===== src/hdl/qph_pkg.sv =====
// ----------------------------------------------------------------------------
// qph_pkg: shared types and codes of the quadratic probe hash set
// Status and operation codes, register indexes and the command record
// that travels from the front to the back.
// ----------------------------------------------------------------------------
package qph_pkg;

	localparam int HASH_W = 32;
	localparam int BC_W   = 11;
	localparam int HC_W   = 15;
	localparam int STAT_W = 3;
	// covers key lengths up to 511 bytes
	localparam int LEN_W  = 9;

	localparam logic [STAT_W-1:0] ST_OK        = 3'd0;
	localparam logic [STAT_W-1:0] ST_NO_ROOM   = 3'd1;
	localparam logic [STAT_W-1:0] ST_FULL      = 3'd2;
	localparam logic [STAT_W-1:0] ST_NOT_FOUND = 3'd3;
	localparam logic [STAT_W-1:0] ST_TOO_LONG  = 3'd4;

	localparam logic OP_ADD  = 1'b0;
	localparam logic OP_FIND = 1'b1;

	localparam logic REG_BUCKET_COUNT  = 1'b0;
	localparam logic REG_HEAP_CAPACITY = 1'b1;

	localparam logic [BC_W-1:0] BC_RESET = 11'd1024;
	localparam logic [HC_W-1:0] HC_RESET = 15'd16384;

	typedef struct packed {
		logic              op;
		logic [HASH_W-1:0] hash;
		logic [LEN_W-1:0]  len;
		logic              over;
		logic              bank;
	} cmd_t;

	typedef struct packed {
		logic init_done;
		logic done;
	} ctl_t;

endpackage


===== src/hdl/qph_queue.sv =====
// ----------------------------------------------------------------------------
// qph_queue: two-entry command queue
// Decouples key gathering from the probe engine.
// ----------------------------------------------------------------------------
module qph_queue (
	input  logic          clk,
	input  logic          arst_n,
	input  logic          push,
	input  qph_pkg::cmd_t push_cmd,
	input  logic          pop,
	output qph_pkg::cmd_t head,
	output logic          empty
);

	qph_pkg::cmd_t slot_q [2];
	logic          wp_q;
	logic          rp_q;
	logic [1:0]    cnt_q;

	always_ff @(posedge clk) begin
		if (push) begin
			slot_q[wp_q] <= push_cmd;
		end
	end

	always_ff @(posedge clk or negedge arst_n) begin
		if (!arst_n) begin
			wp_q  <= 1'b0;
			rp_q  <= 1'b0;
			cnt_q <= 2'd0;
		end else begin
			if (push) wp_q <= ~wp_q;
			if (pop) rp_q <= ~rp_q;
			cnt_q <= cnt_q + 2'(push) - 2'(pop);
		end
	end

	assign head  = slot_q[rp_q];
	assign empty = (cnt_q == 2'd0);

endmodule


===== config.mk =====
export PLATFORM = sky130hd
export DESIGN_NAME = qph_queue
export DESIGN_NICKNAME = d
export VERILOG_FILES = /design/src/hdl/qph_pkg.sv /design/src/hdl/qph_queue.sv
export SDC_FILE = /design/constraint.sdc
export NUM_CORES = 1
export LEC_CHECK = 0
export BUFFER_PORTS_ARGS = -buffer_cell sky130_fd_sc_hd__buf_2
export CORE_ASPECT_RATIO = 0.9
export CORE_UTILIZATION = 40
export DETAILED_ROUTE_END_ITERATION = 6
export PLACE_DENSITY = 0.69
export SLEW_MARGIN = 20
export SYNTH_ARGS = -nofsm -noshare
export SYNTH_HDL_FRONTEND = slang
export SYNTH_SLANG_ARGS = --single-unit

===== constraint.sdc =====
create_clock -name clk -period 2.76 [get_ports clk]
set_clock_uncertainty 0.05 [all_clocks]
set_input_delay 0.552 -clock clk [delete_from_list [all_inputs] [get_ports clk]]
set_output_delay 0.552 -clock clk [all_outputs]
set_load 0.005 [all_outputs]

==> metrics.md <==
| Metric | Value |
|---|---|
| Status | completed |
| Post-CTS Setup Bufs | 0 |
| Residual DRC | 0 |
| Layout Nets | 306 |
| VDD IR max | 0.0004421 V |
| Synthesis-to-layout area growth | 22.42% |
| CTS sink cnt | 92 |
| Setup violators final | 0 |
| Clock root cell | clkbuf_8 |
| Post-route ant nets | 0 |
| RSZ-0062 raised after global routing | false |
| Reg2reg path depth | 2 |
| PwrDens | 945.2 nW/um^2 |
| Area leader, netlist | edfxtp_1 |
| GRT Overall Usage | 0.1363 |
| # IOs | 93 |
| Post-synth top area share | 0.7411 |
| Non-filler cells, final | 380 |
| Syn. warnings | 0 |
| IO Port Bufs | 92 |
| Sum of negative setup slack | 0 ns |
| Ant diodes | 0 |
| Initial Util | 0.4142 |
| Max-cap violation count | 0 |
| Dpl cells | 363 |
| Critical path's slowest cell | buf_4 |
| Die area | 9297 um^2 |
| Adder-cell share of the synthesized area | 0.007018 |
| CP max FO | 27 |
| Final Hold Fails | 0 |
| First-pass GRT wire length | 9.163 mm |
| Xor and xnor area share after synthesis | 0.01158 |
| Mapped Nets | 201 |
| Hold path cells | 1 |
| Skew-Pair Late Insertion Delay | 0.34 ns |
| Post-synth top flop | edfxtp_1 |
| Compound-Gate Fraction of Synth Area | 0 |
| Seq/Total Area, Yosys | 0.7691 |
| Syn Area/Cell | 23.62 um^2 |
| Hpwl dp | 3.966 mm |
| Initial detailed-routing violation count | 52 |
| Total grt overflow | 0 |
| Pre-Repair DR Iteration Count | 4 |
| Worst-Margin Slew | 0.5081 ns |
| Clock Pin Slew Worst Setup and Hold Paths | 0.08 ns |
| Post-synth top cells | edfxtp_1, mux2_4, mux2_2 |
| Post-synth EDFFs | 88 |
| Fmax | 442.9 MHz |
| Simple-gate area share of the yosys netlist | 0.004561 |
| Required time of the critical path | 2.16 ns |
| Ys async rst share | 0.04348 |
| Largest family of logic cells by synthesized area | multiplexers |
| DR vias/cell | 4.495 |
| Critical Path Start Type | register |
| Routability cong. | 0.6385 |
| Crit-path cells | buf_4 -> mux2_2 -> buf_2 |
| Crit path largest cell delay | 0.43 ns |
| Leakage | 0.001771 uW |
| Pin count of the biggest net entering global routing | 31 |
| Rel. slew slack | 0.6605 |
| WL/cell | 15.66 um |
| Die width | 101.5 um |
| Core ar. | 8608 um^2 |
| Initial antenna violation count | 0 |
| CTS Buf Count | 9 |
| Site Rows | 32 |
| DP Worst Slack | 0.8374 ns |
| Dominant cells by area after synthesis | edfxtp_1, mux2_4, dfrtp_1 |
| Crit share post-route | 0.8182 |
| Critical Path End Type | output pin |
| Min Clock Period, post-route | 2.258 ns |
| Crit path DAT | 1.66 ns |
| Flops & latches, synth | 92 |
| Synth Instances | 151 |
| CTS Buffer Depth | 2 |
| Multiplexer share of the synthesized area | 0.1800 |
| Final WL | 5.951 mm |
| Most frequent cell after synthesis | edfxtp_1 |
| Crit Path Class | reg -> out |
| Post-route worst setup slack | 0.5019 ns |
| Max Slew Vio Count | 0 |
| Worst min path class | in -> reg |
| Vias in the first global route | 1824 |
| Htree depth | 3 |
| Synthesized area | 3566 um^2 |
| Via count | 1708 |
| Die Y | 91.58 um |
| Distinct cells, synth | 13 |
| Fraction of layout cells with a size suffix above 1 | 0.6130 |
| CTS tree | yes |
## cells in the final DEF (no fill, tap or decap)
master,instances
and2_2,1
buf_12,2
buf_2,92
buf_4,4
bufinv_16,1
clkbuf_1,1
clkbuf_8,9
clkinv_2,2
clkinvlp_4,2
dfrtp_1,3
dfrtp_2,1
dlygate4sd3_1,1
edfxtp_1,88
ha_1,2
inv_1,2
inv_6,1
mux2_2,5
mux2_4,39
nor2_1,1
nor2b_4,1
xor2_1,2
xor3_1,1
## worst paths after layout
| path | from | end | slack [ns] |
|---|---|---|---|
| max | rp_q$_DFFE_PN0P_ | head[3] | 0.50 |
| min reg2reg | wp_q$_DFFE_PN0P_ | wp_q$_DFFE_PN0P_ | 0.49 |
| max reg2reg | wp_q$_DFFE_PN0P_ | slot_q[0][30]$_DFFE_PP_ | 1.26 |
| min | push_cmd[35] | slot_q[1][35]$_DFFE_PP_ | 0.34 |
| min in group asynchronous | arst_n | wp_q$_DFFE_PN0P_ | 0.49 |
| max in group asynchronous | arst_n | rp_q$_DFFE_PN0P_ | 2.03 |
## sequential cells by signal, indices dropped and copies added (netlist names)
name and count:
cnt_q 2, rp_q 1, slot_q 88, wp_q 1
## metal layers
layer,GRT usage,part of all wire
met3,0.06467,0.077
met1,0.1636,0.44
met2,0.2202,0.48
met4,0.03261,0.0044
met5,0,0
## layout make-up
| cell class | count | area [um^2] |
|---|---|---|
| Clock buffer | 10 | 127.6 |
| Timing Repair Buffer | 99 | 540.5 |
| Multi-Input combinational cell | 52 | 733.2 |
| Fill cell | 716 | 4243 |
| Sequential cell | 92 | 2744 |
| Tap cell | 119 | 148.9 |
| Clock inverter | 6 | 63.81 |
| Inverter | 2 | 7.507 |
## cells by family after synthesis
| group | after synthesis |
|---|---|
| XOR/XNOR | 3 |
| adder cells (fa/ha/maj) | 2 |
| buffers and inverters | 7 |
| flip-flops | 92 |
| multiplexers | 44 |
| AND/OR/NAND/NOR | 3 |
## what timing repair did
item                                    4_1_cts  5_1_grt
hold endpoints to repair                      4        0
gates resized for setup                       0        0
hold buffers                                  1        0
endpoints found under the setup margin        0        0
## through the flow
stage / total power, uW / instance area, um^2 / hold WS [ns] / utilization
after floorplan: 2932 / 3568 / 0.2064 / -
after detailed placement: 3327 / 4164 / 0.3170 / 0.4837
after global routing: 4358 / 4365 / 0.3124 / 0.5071
after CTS: 4215 / 4365 / 0.3143 / 0.5071
after global placement: 3294 / 4164 / 0.3136 / 0.4837
final: 4126 / 4365 / 0.3407 / 0.5071
## report_power, final
part | internal [uW] | total, uW | switching, uW
registers | 1860 | 1930 | 78.6
logic | 747 | 1320 | 576
clock network | 419 | 870 | 451
## worst max-delay path: cells and delay by family, from the launching register on
family,cells,cell delay (ns)
buffers and inverters,2,0.56
multiplexers,1,0.39
flip-flops,1,0.36
Power figures use the tool's default switching activity.
