--- src/hdl/qph_pkg.sv ---
// ----------------------------------------------------------------------------
// qph_pkg: shared types and codes of the quadratic probe hash set
// Status and operation codes, register indexes and the command record
// that travels from the front to the back.
// ----------------------------------------------------------------------------
package qph_pkg;

	localparam int HASH_W = 32;
	localparam int BC_W   = 11;
	localparam int HC_W   = 15;
	localparam int STAT_W = 3;
	// covers key lengths up to 511 bytes
	localparam int LEN_W  = 9;

	localparam logic [STAT_W-1:0] ST_OK        = 3'd0;
	localparam logic [STAT_W-1:0] ST_NO_ROOM   = 3'd1;
	localparam logic [STAT_W-1:0] ST_FULL      = 3'd2;
	localparam logic [STAT_W-1:0] ST_NOT_FOUND = 3'd3;
	localparam logic [STAT_W-1:0] ST_TOO_LONG  = 3'd4;

	localparam logic OP_ADD  = 1'b0;
	localparam logic OP_FIND = 1'b1;

	localparam logic REG_BUCKET_COUNT  = 1'b0;
	localparam logic REG_HEAP_CAPACITY = 1'b1;

	localparam logic [BC_W-1:0] BC_RESET = 11'd1024;
	localparam logic [HC_W-1:0] HC_RESET = 15'd16384;

	typedef struct packed {
		logic              op;
		logic [HASH_W-1:0] hash;
		logic [LEN_W-1:0]  len;
		logic              over;
		logic              bank;
	} cmd_t;

	typedef struct packed {
		logic init_done;
		logic done;
	} ctl_t;

endpackage

--- src/hdl/qph_if.sv ---
// ----------------------------------------------------------------------------
// qph_if: request and result channels
// Valid/ready channels carrying one key byte request and one status result.
// ----------------------------------------------------------------------------
interface qph_in_if;
	logic        valid;
	logic        ready;
	logic        operation;
	logic [31:0] hash_value;
	logic [7:0]  key_byte;
	logic        last_byte;

	modport source (output valid, output operation, output hash_value,
		output key_byte, output last_byte, input ready);
	modport sink (input valid, input operation, input hash_value,
		input key_byte, input last_byte, output ready);
endinterface


--- src/hdl/qph_front.sv ---
// ----------------------------------------------------------------------------
// qph_front: key gathering
// Takes key bytes into one of two key buffer banks and queues a command on
// the last byte. Holds off while both banks are owned by pending commands.
// ----------------------------------------------------------------------------
module qph_front #(
	parameter int MAX_KEY = 64
) (
	input  logic                   clk,
	input  logic                   arst_n,
	qph_in_if.sink                 key_in,
	input  qph_pkg::ctl_t          back_ctl,
	output logic                   push,
	output qph_pkg::cmd_t          push_cmd,
	output logic                   kb_we,
	output logic [$clog2((MAX_KEY > 1) ? MAX_KEY : 2):0] kb_waddr,
	output logic [7:0]             kb_wdata
);

	localparam int KAW = (MAX_KEY > 1) ? $clog2(MAX_KEY) : 1;
	localparam int KLW = $clog2(MAX_KEY + 1);

	logic [KLW-1:0] klen_q;
	logic           over_q;
	logic           bank_q;
	logic [1:0]     outst_q;
	logic           acc;
	logic           has_room;
	logic [KLW-1:0] len_now;

	assign key_in.ready = back_ctl.init_done && (outst_q < 2'd2);
	assign acc          = key_in.valid && key_in.ready;
	assign has_room     = klen_q < KLW'(MAX_KEY);
	assign len_now      = has_room ? klen_q + KLW'(1) : klen_q;

	assign kb_we    = acc && has_room;
	assign kb_waddr = {bank_q, klen_q[KAW-1:0]};
	assign kb_wdata = key_in.key_byte;

	assign push          = acc && key_in.last_byte;
	assign push_cmd.op   = key_in.operation;
	assign push_cmd.hash = key_in.hash_value;
	assign push_cmd.len  = qph_pkg::LEN_W'(len_now);
	assign push_cmd.over = over_q || !has_room;
	assign push_cmd.bank = bank_q;

	always_ff @(posedge clk or negedge arst_n) begin
		if (!arst_n) begin
			klen_q  <= '0;
			over_q  <= 1'b0;
			bank_q  <= 1'b0;
			outst_q <= 2'd0;
		end else begin
			if (acc) begin
				if (key_in.last_byte) begin
					klen_q <= '0;
					over_q <= 1'b0;
					bank_q <= ~bank_q;
				end else begin
					klen_q <= len_now;
					if (!has_room) over_q <= 1'b1;
				end
			end
			outst_q <= outst_q + 2'(push) - 2'(back_ctl.done);
		end
	end

endmodule

--- src/flat_wrapper.sv ---
// flat-port wrapper written by rule: the top's interface ports become plain ports
module qph_front_flat 
#(
	parameter int MAX_KEY = 64
)
  (clk, arst_n, back_ctl, push, push_cmd, kb_we, kb_waddr, kb_wdata, key_in_valid, key_in_operation, key_in_hash_value, key_in_key_byte, key_in_last_byte, key_in_ready);
  qph_in_if key_in_i ();
  input  logic clk;
  input  logic arst_n;
  input  qph_pkg::ctl_t back_ctl;
  output logic push;
  output qph_pkg::cmd_t push_cmd;
  output logic kb_we;
  output logic [$clog2((MAX_KEY > 1) ? MAX_KEY : 2):0] kb_waddr;
  output logic [7:0] kb_wdata;
  input wire logic [$bits(key_in_i.valid)-1:0] key_in_valid;
  input wire logic [$bits(key_in_i.operation)-1:0] key_in_operation;
  input wire logic [$bits(key_in_i.hash_value)-1:0] key_in_hash_value;
  input wire logic [$bits(key_in_i.key_byte)-1:0] key_in_key_byte;
  input wire logic [$bits(key_in_i.last_byte)-1:0] key_in_last_byte;
  output wire logic [$bits(key_in_i.ready)-1:0] key_in_ready;
  assign key_in_i.valid = key_in_valid;
  assign key_in_i.operation = key_in_operation;
  assign key_in_i.hash_value = key_in_hash_value;
  assign key_in_i.key_byte = key_in_key_byte;
  assign key_in_i.last_byte = key_in_last_byte;
  assign key_in_ready = key_in_i.ready;
  qph_front #(.MAX_KEY(MAX_KEY)) u_core (.clk(clk), .arst_n(arst_n), .key_in(key_in_i), .back_ctl(back_ctl), .push(push), .push_cmd(push_cmd), .kb_we(kb_we), .kb_waddr(kb_waddr), .kb_wdata(kb_wdata));
endmodule
--- config.mk ---
export PLATFORM = sky130hd
export DESIGN_NAME = qph_front_flat
export DESIGN_NICKNAME = d
export VERILOG_FILES = /design/src/hdl/qph_pkg.sv /design/src/hdl/qph_if.sv /design/src/hdl/qph_front.sv /design/src/flat_wrapper.sv
export SDC_FILE = /design/constraint.sdc
export NUM_CORES = 1
export LEC_CHECK = 0
export ABC_AREA = 1
export BUFFER_PORTS_ARGS = -buffer_cell sky130_fd_sc_hd__buf_2
export CAP_MARGIN = 5
export CORE_MARGIN = 10
export CORE_UTILIZATION = 39
export CTS_BUF_LIST = sky130_fd_sc_hd__clkbuf_4 sky130_fd_sc_hd__clkbuf_8
export CTS_CLUSTER_SIZE = 16
export DETAILED_ROUTE_END_ITERATION = 16
export GPL_TIMING_DRIVEN = 1
export PLACE_DENSITY = 0.84
export SYNTH_ARGS = -nofsm -noshare
export SYNTH_HDL_FRONTEND = slang
export SYNTH_SLANG_ARGS = --single-unit
--- constraint.sdc ---
create_clock -name clk -period 2.9 [get_ports clk]
set_input_delay 0.145 -clock clk [delete_from_list [all_inputs] [get_ports clk]]
set_output_delay 0.145 -clock clk [all_outputs]
set_load 0.005 [all_outputs]
==> qor.csv <==
stage,metric,value,unit
status,run_status,"complete, no violations",
worst_setup_path,slowest_delay,0.39,ns
sta,rsz0062_at_grt,false,
detailed_routing,post_drt_wl_per_cell,13.2,um
synthesis,syn_inst,136,
clocking,ctsHoldBuffers,1,
floorplanning,placeableCoreArea,2540,sq um
sta,slew_violations,0,
power_and_ir_drop,power_density,779,nW/um^2
job,maxCapViolations,0,
grt,grt_use_met3,4.35,%
synthesis,synth_cell_types,25,
clocking,path_clk_slew,0.07,ns
floorplanning,io_pins,109,
synthesis,synth-simple-area-share,19.6,%
power_and_ir_drop,p_leak,0.511,nW
detailed_routing,first_pass_iters,4,
grt,grt_use_met2,11.0,%
cells_and_area,syn_to_final_growth,-17.0,%
grt,met1_usage,6.73,%
floorplanning,dieArea,5230,sq um
floorplanning,die_w,72.3,um
sta,max_freq,0.598,GHz
synthesis,syn_area_per_cell,7.85,sq um
grt,grtUsageTotal,7.27,%
worst_setup_path,cp_max_fo,8,
grt,grt_pass1_vias,601,
cells_and_area,final_cell_mix,"24 x buf_2, 19 x nand2_1, 13 x inv_1",
detailed_routing,wirelength,1.92,mm
worst_setup_path,crit_type,reg2reg,
sta,tns,0,ns
detailed_routing,drc,0,
sta,setup_viol,0,
synthesis,yosysWarnings,0,
synthesis,ys_seq_elements,11,
cells_and_area,layout_commonest_cell,buf_2,
sta,finClkSkew,0.00361,ns
cells_and_area,final_nets,166,
sta,fin_crit,1.67,ns
detailed_routing,postRouteAntennaNets,0,
clocking,ctsLongestPathBuffers,2,
clocking,cts_buffers,3,
clocking,cts_tree,yes,
clocking,clkSinkCount,11,
detailed_routing,drt_iter0_markers,36,
grt,grt_max_degree,12,
synthesis,synth_compound_area_share,4.92,%
sta,final-hold-violation-count,0,
worst_setup_path,required,3.11,ns
synthesis,synth_fa_ha_area_share,3.52,%
synthesis,synth_mux_area_share,0,%
clocking,ctsResizeCount,0,
detailed_routing,viasPerCell,4.50,
worst_setup_path,worstSetupEndpointType,register,
synthesis,synth_top_family_by_area,buffers and inverters,
clocking,clock-root-buffer,clkbuf_4,
grt,gr-total-overflow,0,
grt,busiest_layer,met2,
place,gp_congestion,0.810,
power_and_ir_drop,power.total,690,uW
clocking,h-tree-depth,1,
worst_setup_path,arrival,1.88,ns
floorplanning,rows,18,
hold_path,min_path_type,in2reg,
detailed_routing,vias,653,
grt,antenna_found_initial,0,
worst_setup_path,start_kind,register,
clocking,cts_setup_buffers,0,
floorplanning,start_util,41.9,%
synthesis,synth-seq-area-share,25.8,%
worst_setup_path,slowest_stage,dfrtp_1,
place,hpwl,1.57,mm
synthesis,syn_area,1070,sq um
grt,grt_first_pass_wirelength,2.93,mm
cells_and_area,num_antenna_cells,0,
place,port_buffers,24,
floorplanning,fp.dieH,72.3,um
worst_setup_path,worstPathCellList,inv_2 -> nand3_4 -> nor2_8 -> inv_2 -> ha_1 -> inv_1 -> ha_1 -> xnor2_1 -> xor2_1,
clocking,clock_latency,0.28,ns
sta,fin_crit_sh,57.6,%
cells_and_area,drive_gt1_share,33.0,%
synthesis,synthXorXnorAreaFrac,3.99,%
power_and_ir_drop,ir_worst_vdd,0.343,mV
==> cell usage after synthesis <==
| cell | instances | area (sq um) |
|---|---|---|
| o21bai_1 | 1 | 7.51 |
| conb_1 | 1 | 3.75 |
| xor2_2 | 1 | 16.3 |
| nand3_4 | 1 | 17.5 |
| nand2_2 | 1 | 6.26 |
| ha_1 | 3 | 37.5 |
| and2_1 | 1 | 6.26 |
| and3_1 | 1 | 6.26 |
| xnor2_1 | 1 | 8.76 |
| inv_1 | 13 | 48.8 |
| dfrtp_1 | 11 | 275 |
| a21oi_1 | 1 | 5.00 |
| o21ai_0 | 1 | 5.00 |
| nand2_1 | 19 | 71.3 |
| nand3_1 | 6 | 30.0 |
| nor2_4 | 1 | 11.3 |
| clkinv_1 | 1 | 3.75 |
| nor2_8 | 1 | 20.0 |
| nor2_2 | 1 | 6.26 |
| xor2_1 | 2 | 17.5 |
| nor2_1 | 6 | 22.5 |
| inv_2 | 3 | 11.3 |
| buf_4 | 51 | 383 |
| o21ai_1 | 7 | 35.0 |
| nand2_4 | 1 | 11.3 |
==> power breakdown <==
part	switching, mW	internal, mW	leakage (nW)	total [mW]
clock network	0.0579	0.0629	0.0184	0.121
logic	0.166	0.140	0.350	0.306
registers	0.0533	0.210	0.143	0.263
total	0.277	0.412	0.511	0.690
==> kinds of logic after synthesis <==
family,count (synthesis)
xor gates and xnor gates,4
and+or+nand+nor,39
other,1
AOI/OAI and AO/OA,10
DFF,11
adders and majority gates,3
buffers and inverters,68
==> layer usage <==
| metal | wire [um] | vias to the layer above |
|---|---|---|
| met4 | 40 | 0 |
| li1 | - | 318 |
| met5 | 0 | - |
| met3 | 290 | 6 |
| met1 | 697 | 294 |
| met2 | 889 | 35 |
==> worst paths after layout <==
kind                                                   from                      endpoint  slack (ns)  cells after the start
min in group asynchronous                            arst_n  u_core.klen_q[3]$_DFFE_PN0N_        0.25                      2
worst min-delay path                       key_in_last_byte  u_core.klen_q[2]$_DFFE_PN0N_        0.18                      4
worst max-delay path            u_core.outst_q[1]$_DFF_PN0_   u_core.outst_q[1]$_DFF_PN0_        1.23                      9
worst max register to register  u_core.outst_q[1]$_DFF_PN0_   u_core.outst_q[1]$_DFF_PN0_        1.23                      9
worst min register to register  u_core.outst_q[0]$_DFF_PN0_   u_core.outst_q[0]$_DFF_PN0_        0.48                      1
max in group asynchronous                            arst_n     u_core.over_q$_DFFE_PN0P_        2.44                      2
==> area by class of cell <==
cell class	count	area, sq um
flip-flops and latches	11	275
clock buffers	4	30.0
inverters	17	63.8
well taps	30	37.5
multi-input cells	58	349
fillers	288	1660
repair buffers	25	130
==> critical path, delay by kind of cell, from the launching register on <==
family	cells	cell delay, ns
flops	1	0.39
fa+ha+maj	2	0.44
xor+xnor	2	0.32
buf+inv	3	0.17
simple gates	2	0.28
==> stage by stage <==
stage	hold slack (ns)	setup WS [ns]	cells	util, %	instance area (sq um)
2_1_floorplan	-0.151	1.31	137	-	1070
3_3_place_gp	0.0279	1.28	140	33.2	846
3_5_place_dp	0.0291	1.23	140	33.2	846
4_1_cts	0.173	1.20	145	34.8	886
5_1_grt	0.199	1.04	145	34.8	886
6_report	0.178	1.23	145	34.8	886
==> registers in the layout (all words and copies together), names as in the netlist <==
name / flops
u_core.bank_q: 1
u_core.outst_q: 2
u_core.over_q: 1
u_core.klen_q: 7
Note: power is estimated with default switching activity, not from simulation.
